**src/hw/rtl/cpc_pkg.sv**
```systemverilog
// Shared constants for the contour person classifier.
// Configuration register codes, field widths and reset values.
// No dependencies.
`timescale 1ns / 1ps

package cpc_pkg;

  localparam int COORD_BITS_DEFAULT = 10;
  localparam int MAX_GROUP_DEFAULT  = 20;

  localparam int AREA_CFG_W  = 13;
  localparam int ASPECT_W    = 9;
  localparam int EST_W       = 5;
  localparam int PERCENT_W   = 7;
  localparam int CFG_INDEX_W = 2;
  localparam int CFG_DATA_W  = 13;

  localparam logic [CFG_INDEX_W-1:0] CFG_MIN_AREA       = 2'd0;
  localparam logic [CFG_INDEX_W-1:0] CFG_MAX_AREA       = 2'd1;
  localparam logic [CFG_INDEX_W-1:0] CFG_ASPECT_PERCENT = 2'd2;

  localparam logic [AREA_CFG_W-1:0] MIN_AREA_RESET       = 13'd499;
  localparam logic [AREA_CFG_W-1:0] MAX_AREA_RESET       = 13'd750;
  localparam logic [ASPECT_W-1:0]   ASPECT_PERCENT_RESET = 9'd99;

  localparam logic [PERCENT_W-1:0]  PERCENT_SCALE = 7'd100;
  localparam logic [EST_W-1:0]      EST_SINGLE    = 5'd1;
  localparam logic [EST_W-1:0]      EST_NONE      = 5'd0;

endpackage

```
**src/hw/rtl/cpc_point_if.sv**
```systemverilog
// Input channel carrying one contour vertex per transaction.
// Depends on nothing but its parameter.
`timescale 1ns / 1ps

interface cpc_point_if #(
  parameter int COORD_BITS = 10
);
  logic                  valid;
  logic                  ready;
  logic [COORD_BITS-1:0] point_x;
  logic [COORD_BITS-1:0] point_y;
  logic                  last_point;

  modport source (output valid, output point_x, output point_y, output last_point,
                  input ready);
  modport sink (input valid, input point_x, input point_y, input last_point,
                output ready);
endinterface

```
**src/hw/rtl/cpc_result_if.sv**
```systemverilog
// Output channel carrying one classification result per transaction.
// Uses cpc_pkg for the estimate width.
`timescale 1ns / 1ps

interface cpc_result_if #(
  parameter int COORD_BITS = 10
);
  logic                            valid;
  logic                            ready;
  logic                            is_person;
  logic [cpc_pkg::EST_W-1:0]       person_estimate;
  logic [2*COORD_BITS:0]           twice_area;
  logic [COORD_BITS-1:0]           box_width;
  logic [COORD_BITS-1:0]           box_height;

  modport source (output valid, output is_person, output person_estimate,
                  output twice_area, output box_width, output box_height,
                  input ready);
  modport sink (input valid, input is_person, input person_estimate,
                input twice_area, input box_width, input box_height,
                output ready);
endinterface

```
**src/hw/rtl/contour_person_classifier_core.sv**
```systemverilog
// Contour person classifier: bounding box, shoelace area and person/group test.
// Uses cpc_pkg, cpc_point_if and cpc_result_if.
//
//   channel   direction  transaction            payload
//   point     in         one contour vertex     point_x, point_y, last_point
//   result    out        one per last vertex    is_person, person_estimate,
//                                               twice_area, box_width, box_height
//   cfg       in         register write         cfg_index, cfg_data
//
// One vertex is accepted per cycle unless a last vertex waits in s1. The cross
// products are taken in the accept cycle; results pass s2, s3 and the output register.
// Vertices that end no contour keep flowing while a result waits on the output.
// Synchronous active-high reset resets contour state, pipeline valids and config registers.
`timescale 1ns / 1ps

module contour_person_classifier_core #(
  parameter int COORD_BITS = cpc_pkg::COORD_BITS_DEFAULT,
  parameter int MAX_GROUP  = cpc_pkg::MAX_GROUP_DEFAULT
) (
  input  logic                            clk,
  input  logic                            rst,
  input  logic                            cfg_write,
  input  logic [cpc_pkg::CFG_INDEX_W-1:0] cfg_index,
  input  logic [cpc_pkg::CFG_DATA_W-1:0]  cfg_data,
  cpc_point_if.sink                       point,
  cpc_result_if.source                    result
);

  localparam int SUM_W     = 2 * COORD_BITS + 3;
  localparam int AREA_W    = 2 * COORD_BITS + 1;
  localparam int PROD_W    = 2 * COORD_BITS;
  localparam int HALF_W    = 2 * COORD_BITS;
  localparam int GROUP_W   = $clog2(MAX_GROUP + 1);
  localparam int BOUND_W   = cpc_pkg::AREA_CFG_W + 1 + GROUP_W;
  localparam int CMP_W     = (AREA_W > BOUND_W) ? AREA_W : BOUND_W;
  localparam int HC_W      = (HALF_W > cpc_pkg::AREA_CFG_W) ? HALF_W : cpc_pkg::AREA_CFG_W;
  localparam int EST_CALC_W = (GROUP_W > cpc_pkg::EST_W) ? GROUP_W : cpc_pkg::EST_W;
  localparam int HP_W      = COORD_BITS + cpc_pkg::PERCENT_W;
  localparam int WP_W      = COORD_BITS + cpc_pkg::ASPECT_W;
  localparam int RATIO_W   = (HP_W > WP_W) ? HP_W : WP_W;

  logic [cpc_pkg::AREA_CFG_W-1:0] min_area;
  logic [cpc_pkg::AREA_CFG_W-1:0] max_area;
  logic [cpc_pkg::ASPECT_W-1:0]   aspect_percent;
  logic [BOUND_W-1:0]             lo_bound [MAX_GROUP];
  logic [BOUND_W-1:0]             hi_bound [MAX_GROUP];

  logic                  in_contour;
  logic [COORD_BITS-1:0] first_x, first_y, prev_x, prev_y;
  logic [COORD_BITS-1:0] low_x, low_y, high_x, high_y;
  logic [COORD_BITS-1:0] fx, fy, low_x_next, low_y_next, high_x_next, high_y_next;
  logic [PROD_W-1:0]     prod_a, prod_b, prod_c, prod_d;
  logic                  accept, start;

  logic                  s1_valid, s1_start, s1_last;
  logic [SUM_W-1:0]      s1_term, s1_close;
  logic [COORD_BITS-1:0] s1_width, s1_height;
  logic [SUM_W-1:0]      acc, acc_next, total;
  logic                  s1_go, s1_free;

  logic                  s2_valid;
  logic [SUM_W-1:0]      s2_total;
  logic [COORD_BITS-1:0] s2_width, s2_height;
  logic [SUM_W-1:0]      mag;
  logic [AREA_W-1:0]     twice;
  logic                  s2_free;

  logic                  s3_valid;
  logic [AREA_W-1:0]     s3_twice;
  logic [COORD_BITS-1:0] s3_width, s3_height;
  logic [HP_W-1:0]       s3_hprod;
  logic [WP_W-1:0]       s3_wprod;
  logic                  s3_free;
  logic [HALF_W-1:0]     half;
  logic                  person, below;
  logic [EST_CALC_W-1:0] best, est;

  logic                  out_valid, out_free;

  always_ff @(posedge clk) begin
    if (rst) begin
      min_area       <= cpc_pkg::MIN_AREA_RESET;
      max_area       <= cpc_pkg::MAX_AREA_RESET;
      aspect_percent <= cpc_pkg::ASPECT_PERCENT_RESET;
    end else if (cfg_write) begin
      case (cfg_index)
        cpc_pkg::CFG_MIN_AREA:       min_area       <= cfg_data[cpc_pkg::AREA_CFG_W-1:0];
        cpc_pkg::CFG_MAX_AREA:       max_area       <= cfg_data[cpc_pkg::AREA_CFG_W-1:0];
        cpc_pkg::CFG_ASPECT_PERCENT: aspect_percent <= cfg_data[cpc_pkg::ASPECT_W-1:0];
        default: ;
      endcase
    end
  end

  // Group bounds are registered from the area registers and follow them in the next cycle.
  always_ff @(posedge clk) begin
    for (int i = 0; i < MAX_GROUP; i++) begin
      lo_bound[i] <= (BOUND_W'(min_area) << 1) * BOUND_W'(i + 1);
      hi_bound[i] <= (BOUND_W'(max_area) << 1) * BOUND_W'(i + 1);
    end
  end

  assign out_free    = !out_valid || result.ready;
  assign s3_free     = !s3_valid || out_free;
  assign s2_free     = !s2_valid || s3_free;
  assign s1_go       = s1_valid && (!s1_last || s2_free);
  assign s1_free     = !s1_valid || s1_go;
  assign point.ready = s1_free;
  assign accept      = point.valid && s1_free;
  assign start       = !in_contour;

  always_comb begin
    fx = start ? point.point_x : first_x;
    fy = start ? point.point_y : first_y;
    low_x_next  = (start || point.point_x < low_x)  ? point.point_x : low_x;
    low_y_next  = (start || point.point_y < low_y)  ? point.point_y : low_y;
    high_x_next = (start || point.point_x > high_x) ? point.point_x : high_x;
    high_y_next = (start || point.point_y > high_y) ? point.point_y : high_y;
    prod_a = prev_x * point.point_y;
    prod_b = point.point_x * prev_y;
    prod_c = point.point_x * fy;
    prod_d = fx * point.point_y;
  end

  always_ff @(posedge clk) begin
    if (rst) begin
      in_contour <= 1'b0;
      first_x    <= '0;
      first_y    <= '0;
      prev_x     <= '0;
      prev_y     <= '0;
      low_x      <= '1;
      low_y      <= '1;
      high_x     <= '0;
      high_y     <= '0;
    end else if (accept) begin
      in_contour <= !point.last_point;
      first_x    <= fx;
      first_y    <= fy;
      prev_x     <= point.point_x;
      prev_y     <= point.point_y;
      low_x      <= low_x_next;
      low_y      <= low_y_next;
      high_x     <= high_x_next;
      high_y     <= high_y_next;
    end
  end

  always_ff @(posedge clk) begin
    if (rst) begin
      s1_valid <= 1'b0;
    end else if (s1_free) begin
      s1_valid <= accept;
    end
  end

  always_ff @(posedge clk) begin
    if (accept) begin
      s1_start  <= start;
      s1_last   <= point.last_point;
      s1_term   <= SUM_W'(prod_a) - SUM_W'(prod_b);
      s1_close  <= SUM_W'(prod_c) - SUM_W'(prod_d);
      s1_width  <= high_x_next - low_x_next;
      s1_height <= high_y_next - low_y_next;
    end
  end

  always_comb begin
    acc_next = s1_start ? '0 : acc + s1_term;
    total    = acc_next + s1_close;
  end

  always_ff @(posedge clk) begin
    if (rst) begin
      acc      <= '0;
      s2_valid <= 1'b0;
    end else begin
      if (s1_go) begin
        acc <= acc_next;
      end
      if (s2_free) begin
        s2_valid <= s1_go && s1_last;
      end
    end
  end

  always_ff @(posedge clk) begin
    if (s1_go && s1_last) begin
      s2_total  <= total;
      s2_width  <= s1_width;
      s2_height <= s1_height;
    end
  end

  always_comb begin
    mag   = s2_total[SUM_W-1] ? (SUM_W'(0) - s2_total) : s2_total;
    twice = (|mag[SUM_W-1:AREA_W]) ? {AREA_W{1'b1}} : mag[AREA_W-1:0];
  end

  always_ff @(posedge clk) begin
    if (rst) begin
      s3_valid <= 1'b0;
    end else if (s3_free) begin
      s3_valid <= s2_valid;
    end
  end

  always_ff @(posedge clk) begin
    if (s2_valid && s3_free) begin
      s3_twice  <= twice;
      s3_width  <= s2_width;
      s3_height <= s2_height;
      s3_hprod  <= HP_W'(s2_height) * HP_W'(cpc_pkg::PERCENT_SCALE);
      s3_wprod  <= WP_W'(s2_width) * WP_W'(aspect_percent);
    end
  end

  always_comb begin
    half   = s3_twice[AREA_W-1:1];
    person = (HC_W'(half) > HC_W'(min_area)) && (HC_W'(half) < HC_W'(max_area)) &&
             (s3_width != '0) && (RATIO_W'(s3_hprod) > RATIO_W'(s3_wprod));
    below  = CMP_W'(s3_twice) < (CMP_W'(min_area) << 1);
    best   = EST_CALC_W'(cpc_pkg::EST_SINGLE);
    for (int k = 0; k < MAX_GROUP; k++) begin
      if (CMP_W'(s3_twice) > CMP_W'(lo_bound[k]) && CMP_W'(s3_twice) < CMP_W'(hi_bound[k])) begin
        best = EST_CALC_W'(k + 1);
      end
    end
    if (person) begin
      est = EST_CALC_W'(cpc_pkg::EST_SINGLE);
    end else if (below) begin
      est = EST_CALC_W'(cpc_pkg::EST_NONE);
    end else begin
      est = best;
    end
  end

  always_ff @(posedge clk) begin
    if (rst) begin
      out_valid <= 1'b0;
    end else if (out_free) begin
      out_valid <= s3_valid;
    end
  end

  always_ff @(posedge clk) begin
    if (s3_valid && out_free) begin
      result.is_person       <= person;
      result.person_estimate <= est[cpc_pkg::EST_W-1:0];
      result.twice_area      <= s3_twice;
      result.box_width       <= s3_width;
      result.box_height      <= s3_height;
    end
  end

  assign result.valid = out_valid;

endmodule

```
**src/flat_wrapper.sv**
```systemverilog
// flat-port wrapper written by rule: the top's interface ports become plain ports
module contour_person_classifier_core_flat 
#(
  parameter int COORD_BITS = cpc_pkg::COORD_BITS_DEFAULT,
  parameter int MAX_GROUP  = cpc_pkg::MAX_GROUP_DEFAULT
)
  (clk, rst, cfg_write, cfg_index, cfg_data, point_valid, point_point_x, point_point_y, point_last_point, point_ready, result_valid, result_is_person, result_person_estimate, result_twice_area, result_box_width, result_box_height, result_ready);
  cpc_point_if #(.COORD_BITS(COORD_BITS)) point_i ();
  cpc_result_if #(.COORD_BITS(COORD_BITS)) result_i ();
  input  logic clk;
  input  logic rst;
  input  logic cfg_write;
  input  logic [cpc_pkg::CFG_INDEX_W-1:0] cfg_index;
  input  logic [cpc_pkg::CFG_DATA_W-1:0] cfg_data;
  input wire logic [$bits(point_i.valid)-1:0] point_valid;
  input wire logic [$bits(point_i.point_x)-1:0] point_point_x;
  input wire logic [$bits(point_i.point_y)-1:0] point_point_y;
  input wire logic [$bits(point_i.last_point)-1:0] point_last_point;
  output wire logic [$bits(point_i.ready)-1:0] point_ready;
  output wire logic [$bits(result_i.valid)-1:0] result_valid;
  output wire logic [$bits(result_i.is_person)-1:0] result_is_person;
  output wire logic [$bits(result_i.person_estimate)-1:0] result_person_estimate;
  output wire logic [$bits(result_i.twice_area)-1:0] result_twice_area;
  output wire logic [$bits(result_i.box_width)-1:0] result_box_width;
  output wire logic [$bits(result_i.box_height)-1:0] result_box_height;
  input wire logic [$bits(result_i.ready)-1:0] result_ready;
  assign point_i.valid = point_valid;
  assign point_i.point_x = point_point_x;
  assign point_i.point_y = point_point_y;
  assign point_i.last_point = point_last_point;
  assign point_ready = point_i.ready;
  assign result_valid = result_i.valid;
  assign result_is_person = result_i.is_person;
  assign result_person_estimate = result_i.person_estimate;
  assign result_twice_area = result_i.twice_area;
  assign result_box_width = result_i.box_width;
  assign result_box_height = result_i.box_height;
  assign result_i.ready = result_ready;
  contour_person_classifier_core #(.COORD_BITS(COORD_BITS), .MAX_GROUP(MAX_GROUP)) u_core (.clk(clk), .rst(rst), .cfg_write(cfg_write), .cfg_index(cfg_index), .cfg_data(cfg_data), .point(point_i), .result(result_i));
endmodule
```
**config.mk**
```make
export PLATFORM = sky130hd
export DESIGN_NAME = contour_person_classifier_core_flat
export DESIGN_NICKNAME = d
export VERILOG_FILES = /design/src/hw/rtl/cpc_pkg.sv /design/src/hw/rtl/cpc_point_if.sv /design/src/hw/rtl/cpc_result_if.sv /design/src/hw/rtl/contour_person_classifier_core.sv /design/src/flat_wrapper.sv
export SDC_FILE = /design/constraint.sdc
export NUM_CORES = 2
export LEC_CHECK = 0
export ABC_AREA = 1
export BUFFER_PORTS_ARGS = -buffer_cell sky130_fd_sc_hd__buf_2
export CAP_MARGIN = 30
export CORE_ASPECT_RATIO = 1.75
export CORE_MARGIN = 2
export CORE_UTILIZATION = 59
export CTS_CLUSTER_DIAMETER = 100
export DETAILED_ROUTE_END_ITERATION = 10
export PLACE_DENSITY_LB_ADDON = 0.2
export SLEW_MARGIN = 20
export SYNTH_ARGS = -nofsm -noshare
export SYNTH_HDL_FRONTEND = slang
export SYNTH_SLANG_ARGS = --single-unit
```
**constraint.sdc**
```tcl
create_clock -name clk -period 6.85 [get_ports clk]
set_input_delay 1.0275 -clock clk [delete_from_list [all_inputs] [get_ports clk]]
set_output_delay 1.0275 -clock clk [all_outputs]
set_load 0.02 [all_outputs]
```
Yosys cells after proc, flatten, opt, wreduce, memory -nomap -nowiden
Memory sizes are Yosys's and may differ from the RTL's.
Cells that the tools add are included.
Cells by class
  $lt $le $gt $ge: 46
  multiply operators: 36
  muxes and demuxes: 28
  $add $sub $neg: 7
  equality and inequality tests: 2
  reductions and logical operators: 52
Operator list (number)
  $gt 21x19->1: 19
  $lt 21x19->1: 19
  $mul 13x4->17 const B: 10
  $mul 13x3->16 const B: 10
  $mul 13x2->15 const B: 6
  $mux 5: 18
  $mul 10x10->20: 4
  $mul 13x5->18 const B: 4
  $mux 10: 6
  $add 23x23->23: 2
  $mux 23: 2
  $sub 20x20->21: 2
  $logic_and 1x1->1: 27
  $sub 1x23->23 const A: 1
  $lt 21x14->1: 1
  $gt 10x10->1: 2
  $gt 20x13->1: 1
  $lt 10x10->1: 2
  $lt 20x13->1: 1
  $sub 10x10->10: 2
  $gt 17x19->1: 1
  $mul 10x9->19: 1
  $mul 10x5->15 const B: 1
  $reduce_bool 10->1: 1
  11 further kinds: 28
Word-level totals
  word-level logic and storage cells: 212
  RAM bits: 720
  flip-flop bits (word level): 376
  output and inout port bits: 49
  memories: 2
Memories
  u_core.hi_bound: words 20, bits a word 18, rd ports 19, clocked after Yosys merged registers in 0, write ports 20, RTL line contour_person_classifier_core.sv:46  | logic [BOUND_W-1:0] hi_bound [MAX_GROUP];
  u_core.lo_bound: words 20, bits a word 18, rd ports 19, clocked after Yosys merged registers in 0, write ports 20, RTL line contour_person_classifier_core.sv:45  | logic [BOUND_W-1:0] lo_bound [MAX_GROUP];

Depth between registers and ports, before layout
An unclocked memory read counts as a cell.
  depth after elaboration: 23
  gate-level depth with buffers: 35
  depth with buffers taken out: 33

Worst setup path after synthesis
No wires, ideal clock.
  path type: input to register
  start: in point_point_y[9]
  end: reg u_core.s1_close[21] (data pin)
  setup time: 0.261 ns
  stages: 28
  slack: -0.565 ns
  buffers on the path: 2
  arrival time: 7.154 ns
  path through: clkbuf_1 > inv_1 > o21ai_0 > clkbuf_1 > nand2_1 > fa_1 > fa_1 > inv_1 > fa_1 > fa_1 > fa_1 > fa_1 > inv_1 > fa_1 > inv_1 > ha_1 > a21oi_1 > o21ai_0 > a21oi_1 > o21ai_1 > nand3_1 > nand2_1 > nand3_1 > nand2_1 > a21oi_1 > nor2_1 > nor2_1 > xor2_1
Between the ends
  word-level cells in the longest chain between the ends: 3
RTL lines
  from (decl): RTL line flat_wrapper.sv:17  | input wire logic [$bits(point_i.point_y)-1:0] point_point_y;
  $mux 10: RTL line contour_person_classifier_core.sv:114  | fy = start ? point.point_y : first_y;
  $mul 10x10->20: RTL line contour_person_classifier_core.sv:121  | prod_c = point.point_x * fy;
  $sub 20x20->21 (*): RTL line contour_person_classifier_core.sv:162  | s1_close <= SUM_W'(prod_c) - SUM_W'(prod_d);
  to (signal assigned): RTL line contour_person_classifier_core.sv:162
  to (decl): RTL line contour_person_classifier_core.sv:56  | logic [SUM_W-1:0] s1_term, s1_close;
Mark *: on every way between the ends. The rest lies on a longest branch, timed or not.
A chain may end at the register's enable or synchronous reset.

Worst setup path in the final report
  start: reg u_core.in_contour
  end: reg u_core.s1_close[17] (data pin)
Between the ends
  word-level cells in the longest chain between the ends: 3
RTL lines
  from (decl): RTL line contour_person_classifier_core.sv:48  | logic in_contour;
  from (signal assigned): RTL line contour_person_classifier_core.sv:137  | in_contour <= !point.last_point;
  $mux 10 (on tied branches): RTL line contour_person_classifier_core.sv:114, contour_person_classifier_core.sv:113
  $mul 10x10->20 (on tied branches): RTL line contour_person_classifier_core.sv:121, contour_person_classifier_core.sv:122
  $sub 20x20->21 (*): RTL line contour_person_classifier_core.sv:162
Marks and branches as above.

==> metrics.md <==
| Metric | Value |
|---|---|
| CTS Buf Count | 69 |
| Site row count | 161 |
| DIE WIDTH | 256 um |
| Reg2reg setup slack | 0.14 ns |
| Final Setup Violations | 0 |
| Crit-path max FO | 7 |
| Yosys reg bits | 649 |
| H-tree depth | 3 |
| Post-Syn Nets | 9475 |
| Fin worst setup slack | 0.136 ns |
| PortBufs | 89 |
| Core area | 0.110 mm^2 |
| Most common cell on crit path | fa_1 |
| Mean Syn Cell Area | 8.55 um^2 |
| Mapped cell area | 0.0656 mm^2 |
| Status | completed |
| Most frequent cells in the layout | inv_1, ha_1, nand2_1, a21oi_1, fa_1 |
| Die H | 445 um |
| Clk network pwr share | 10.4% |
| Post-detailed-route count of antenna-violating nets | 0 |
| Fillers | 9391 |
| Syn Inst Count | 7668 |
| Flop pwr share | 16.0% |
| Clock sink count | 649 |
| Antenna violations before repair | 4 |
| I/O pin count | 90 |
| Synth cell types | 59 |
| Pwr dens | 532 mW/mm^2 |
| Psw | 0.0169 W |
| Commonest non-fill, non-tap cell in the layout | inv_1 |
| DR vias | 53802 |
| Routed WL | 208000 um |
| Register area share after synthesis | 23.3% |
| Unrepaired setup endpoints after global routing | true |
| Slew @ Worst Pin | 1.10 ns |
| VDD IR-drop max | 1.68 mV |
| RePlAce Congestion | 1.04 |
| Crit path time final | 6.71 ns |
| Area delta synth->final | 10.8% |
| CP required | 7.28 ns |
| Vias in the first global route | 57015 |
| First-pass GRT wire length | 315000 um |
| Wire length per cell | 21.8 um |
| Reg clk slew, reported paths | 0.07 ns |
| DR vias/cell | 5.65 |
| Max frequency | 149 MHz |
| Final period utilization | 98.0% |
| Top FF cell, synth | dfxtp_1 |
| Clock latency on the worst-skew pair | 0.70 ns |
| Switching Fraction | 43.7% |
| Max Cap Violations | 0 |
| Clock skew | 0.0429 ns |
| Placed Cells | 9388 |
| CP startpoint kind | flop |
| Residual DRC | 0 |
| Post-synth EDFFs | 226 |
| Slowest-stage cell, CP | fa_1 |
| Nets | 9811 |
| Starting Density | 59.5% |
| Slew Viols, Final | 0 |
| Kind of critical path | reg2reg |
| Largest net degree at the start of global routing | 73 |
| DRT Pass-1 Iters | 8 |
| Total congestion overflow | 0 |
| TritonCTS clock tree | done |
| Place WS | -0.438 ns |
| Comb pwr share | 73.6% |
| DIE AREA | 0.114 mm^2 |
| Hold buffers post-CTS | 0 |
| Share of cells above drive strength 1 | 8.05% |
| Rel. slew slack | 26.2% |
| Max clock buf depth | 3 |
| Peak per-stage delay on the critical path | 0.57 ns |
| Ys Warns | 0 |
| Worst hold path type | reg2reg |
| WP data arrival | 7.14 ns |
| Synth async-reset ratio | 0% |
| Initial DRC count | 3055 |
| Final Hold Fails | 0 |
| Root Driver | clkbuf_16 |
| CP Capture Type | flop |
| Leak pwr | 38.0 nW |
| Post-DP HPWL | 167000 um |
| Finished Layout Cells | 9529 |
| Cell Int Power | 0.0218 W |
| Total track usage | 36.8% |
## cells by family after synthesis
family | count (synthesis) | synth area share (%)
compound gates | 1269 | 10.7
xor+xnor | 324 | 4.33
fa+ha+maj | 1766 | 39.8
buf+inv | 1769 | 10.2
flops | 649 | 23.3
simple gates | 1891 | 11.8
## flip-flops by register name, indices dropped and copies added (netlist names), 12 cells and up
register,count
u_core.s1_term,21
u_core.min_area,13
u_core.lo_bound,140
u_core.result.twice_area,21
u_core.s3_hprod,12
u_core.s1_close,21
u_core.acc,23
u_core.max_area,13
u_core.s2_total,23
u_core.hi_bound,140
u_core.s3_twice,21
u_core.s3_wprod,19
## path summary, 6_finish.rpt
path,from,to,cells after the start
min reg2reg,u_core.s1_height[2],u_core.s2_height[2],0
min,u_core.s1_height[2],u_core.s2_height[2],0
max reg2reg,u_core.in_contour,u_core.s1_close[17],29
max,u_core.in_contour,u_core.s1_close[17],29
## critical path: cells and delay by family (launching register included)
kind | cells | cell delay (ns)
flip-flops | 1 | 0.38
AO/OA/AOI/OAI | 5 | 0.61
XOR/XNOR | 1 | 0.16
adder cells (fa/ha/maj) | 8 | 3.90
AND/OR/NAND/NOR | 6 | 0.56
buffers and inverters | 9 | 0.85
## cells in the mapped netlist, types with 31 or more instances
| library cell | count | area share [%] |
|---|---|---|
| nand2_1 | 1150 | 6.6 |
| clkbuf_1 | 109 | 0.62 |
| inv_1 | 1616 | 9.2 |
| nand4_1 | 67 | 0.64 |
| o21bai_1 | 46 | 0.53 |
| dfxtp_1 | 423 | 13 |
| ha_1 | 1236 | 24 |
| a211oi_1 | 39 | 0.45 |
| a21oi_1 | 661 | 5.0 |
| a31oi_1 | 39 | 0.37 |
| edfxtp_1 | 226 | 10 |
| o211ai_1 | 31 | 0.35 |
| nor2_1 | 381 | 2.2 |
| nand3_1 | 170 | 1.3 |
| fa_1 | 530 | 16 |
| xor2_1 | 250 | 3.3 |
| xnor2_1 | 74 | 0.99 |
| nor3_1 | 59 | 0.45 |
| o21ai_0 | 331 | 2.5 |
## routing by layer
layer,routed length [um],share of wire (%),vias up,global-route usage [%]
met1,64700,31,25658,32.6
li1,-,-,25474,-
met2,106000,51,1713,67.6
met5,24,0.012,-,0
met4,27200,13,4,38.6
met3,10300,5.0,953,6.08
## cell type report
cell class / count / area, um^2 / share of cell area, %
Antenna cell: 2 / 5.00 / 0.00688
Clock buffer: 94 / 1950 / 2.68
Clock inverter: 33 / 410 / 0.565
Inverter: 1626 / 6110 / 8.41
Multi-Input combinational cell: 5250 / 44100 / 60.7
Sequential cell: 649 / 15300 / 21.0
Tap cell: 1467 / 1840 / 2.53
Timing Repair Buffer: 408 / 3000 / 4.12
## timing repair
item	in CTS	in global routing
endpoints found under the hold margin	0	0
resized for setup	0	71
setup buffers	0	10
setup endpoints to repair	0	7
## through the flow
| stage | hold slack, ns | cell area (um^2) | total power (W) | util (%) | TNS [ns] |
|---|---|---|---|---|---|
| after global placement | 0.401 | 69900 | 0.0321 | 63.4 | -3.43 |
| final | 0.417 | 72700 | 0.0386 | 66.0 | 0 |
| after floorplan | 0.400 | 65900 | 0.0224 | - | -0.0240 |
| after CTS | 0.419 | 72300 | 0.0368 | 65.6 | 0 |
| after detailed placement | 0.405 | 69900 | 0.0326 | 63.5 | -3.80 |
| after global routing | 0.425 | 72700 | 0.0421 | 66.0 | -0.154 |
## power groups by stage
stage	Clock (W)	Combinational, W	Sequential, W
after floorplan	0	0.0162	0.00617
after global placement	0	0.0258	0.00624
after CTS	0.00407	0.0265	0.00618
after global routing	0.00421	0.0317	0.00623
final	0.00402	0.0284	0.00618
after detailed placement	0	0.0263	0.00625
Power figures use the tool's default switching activity.
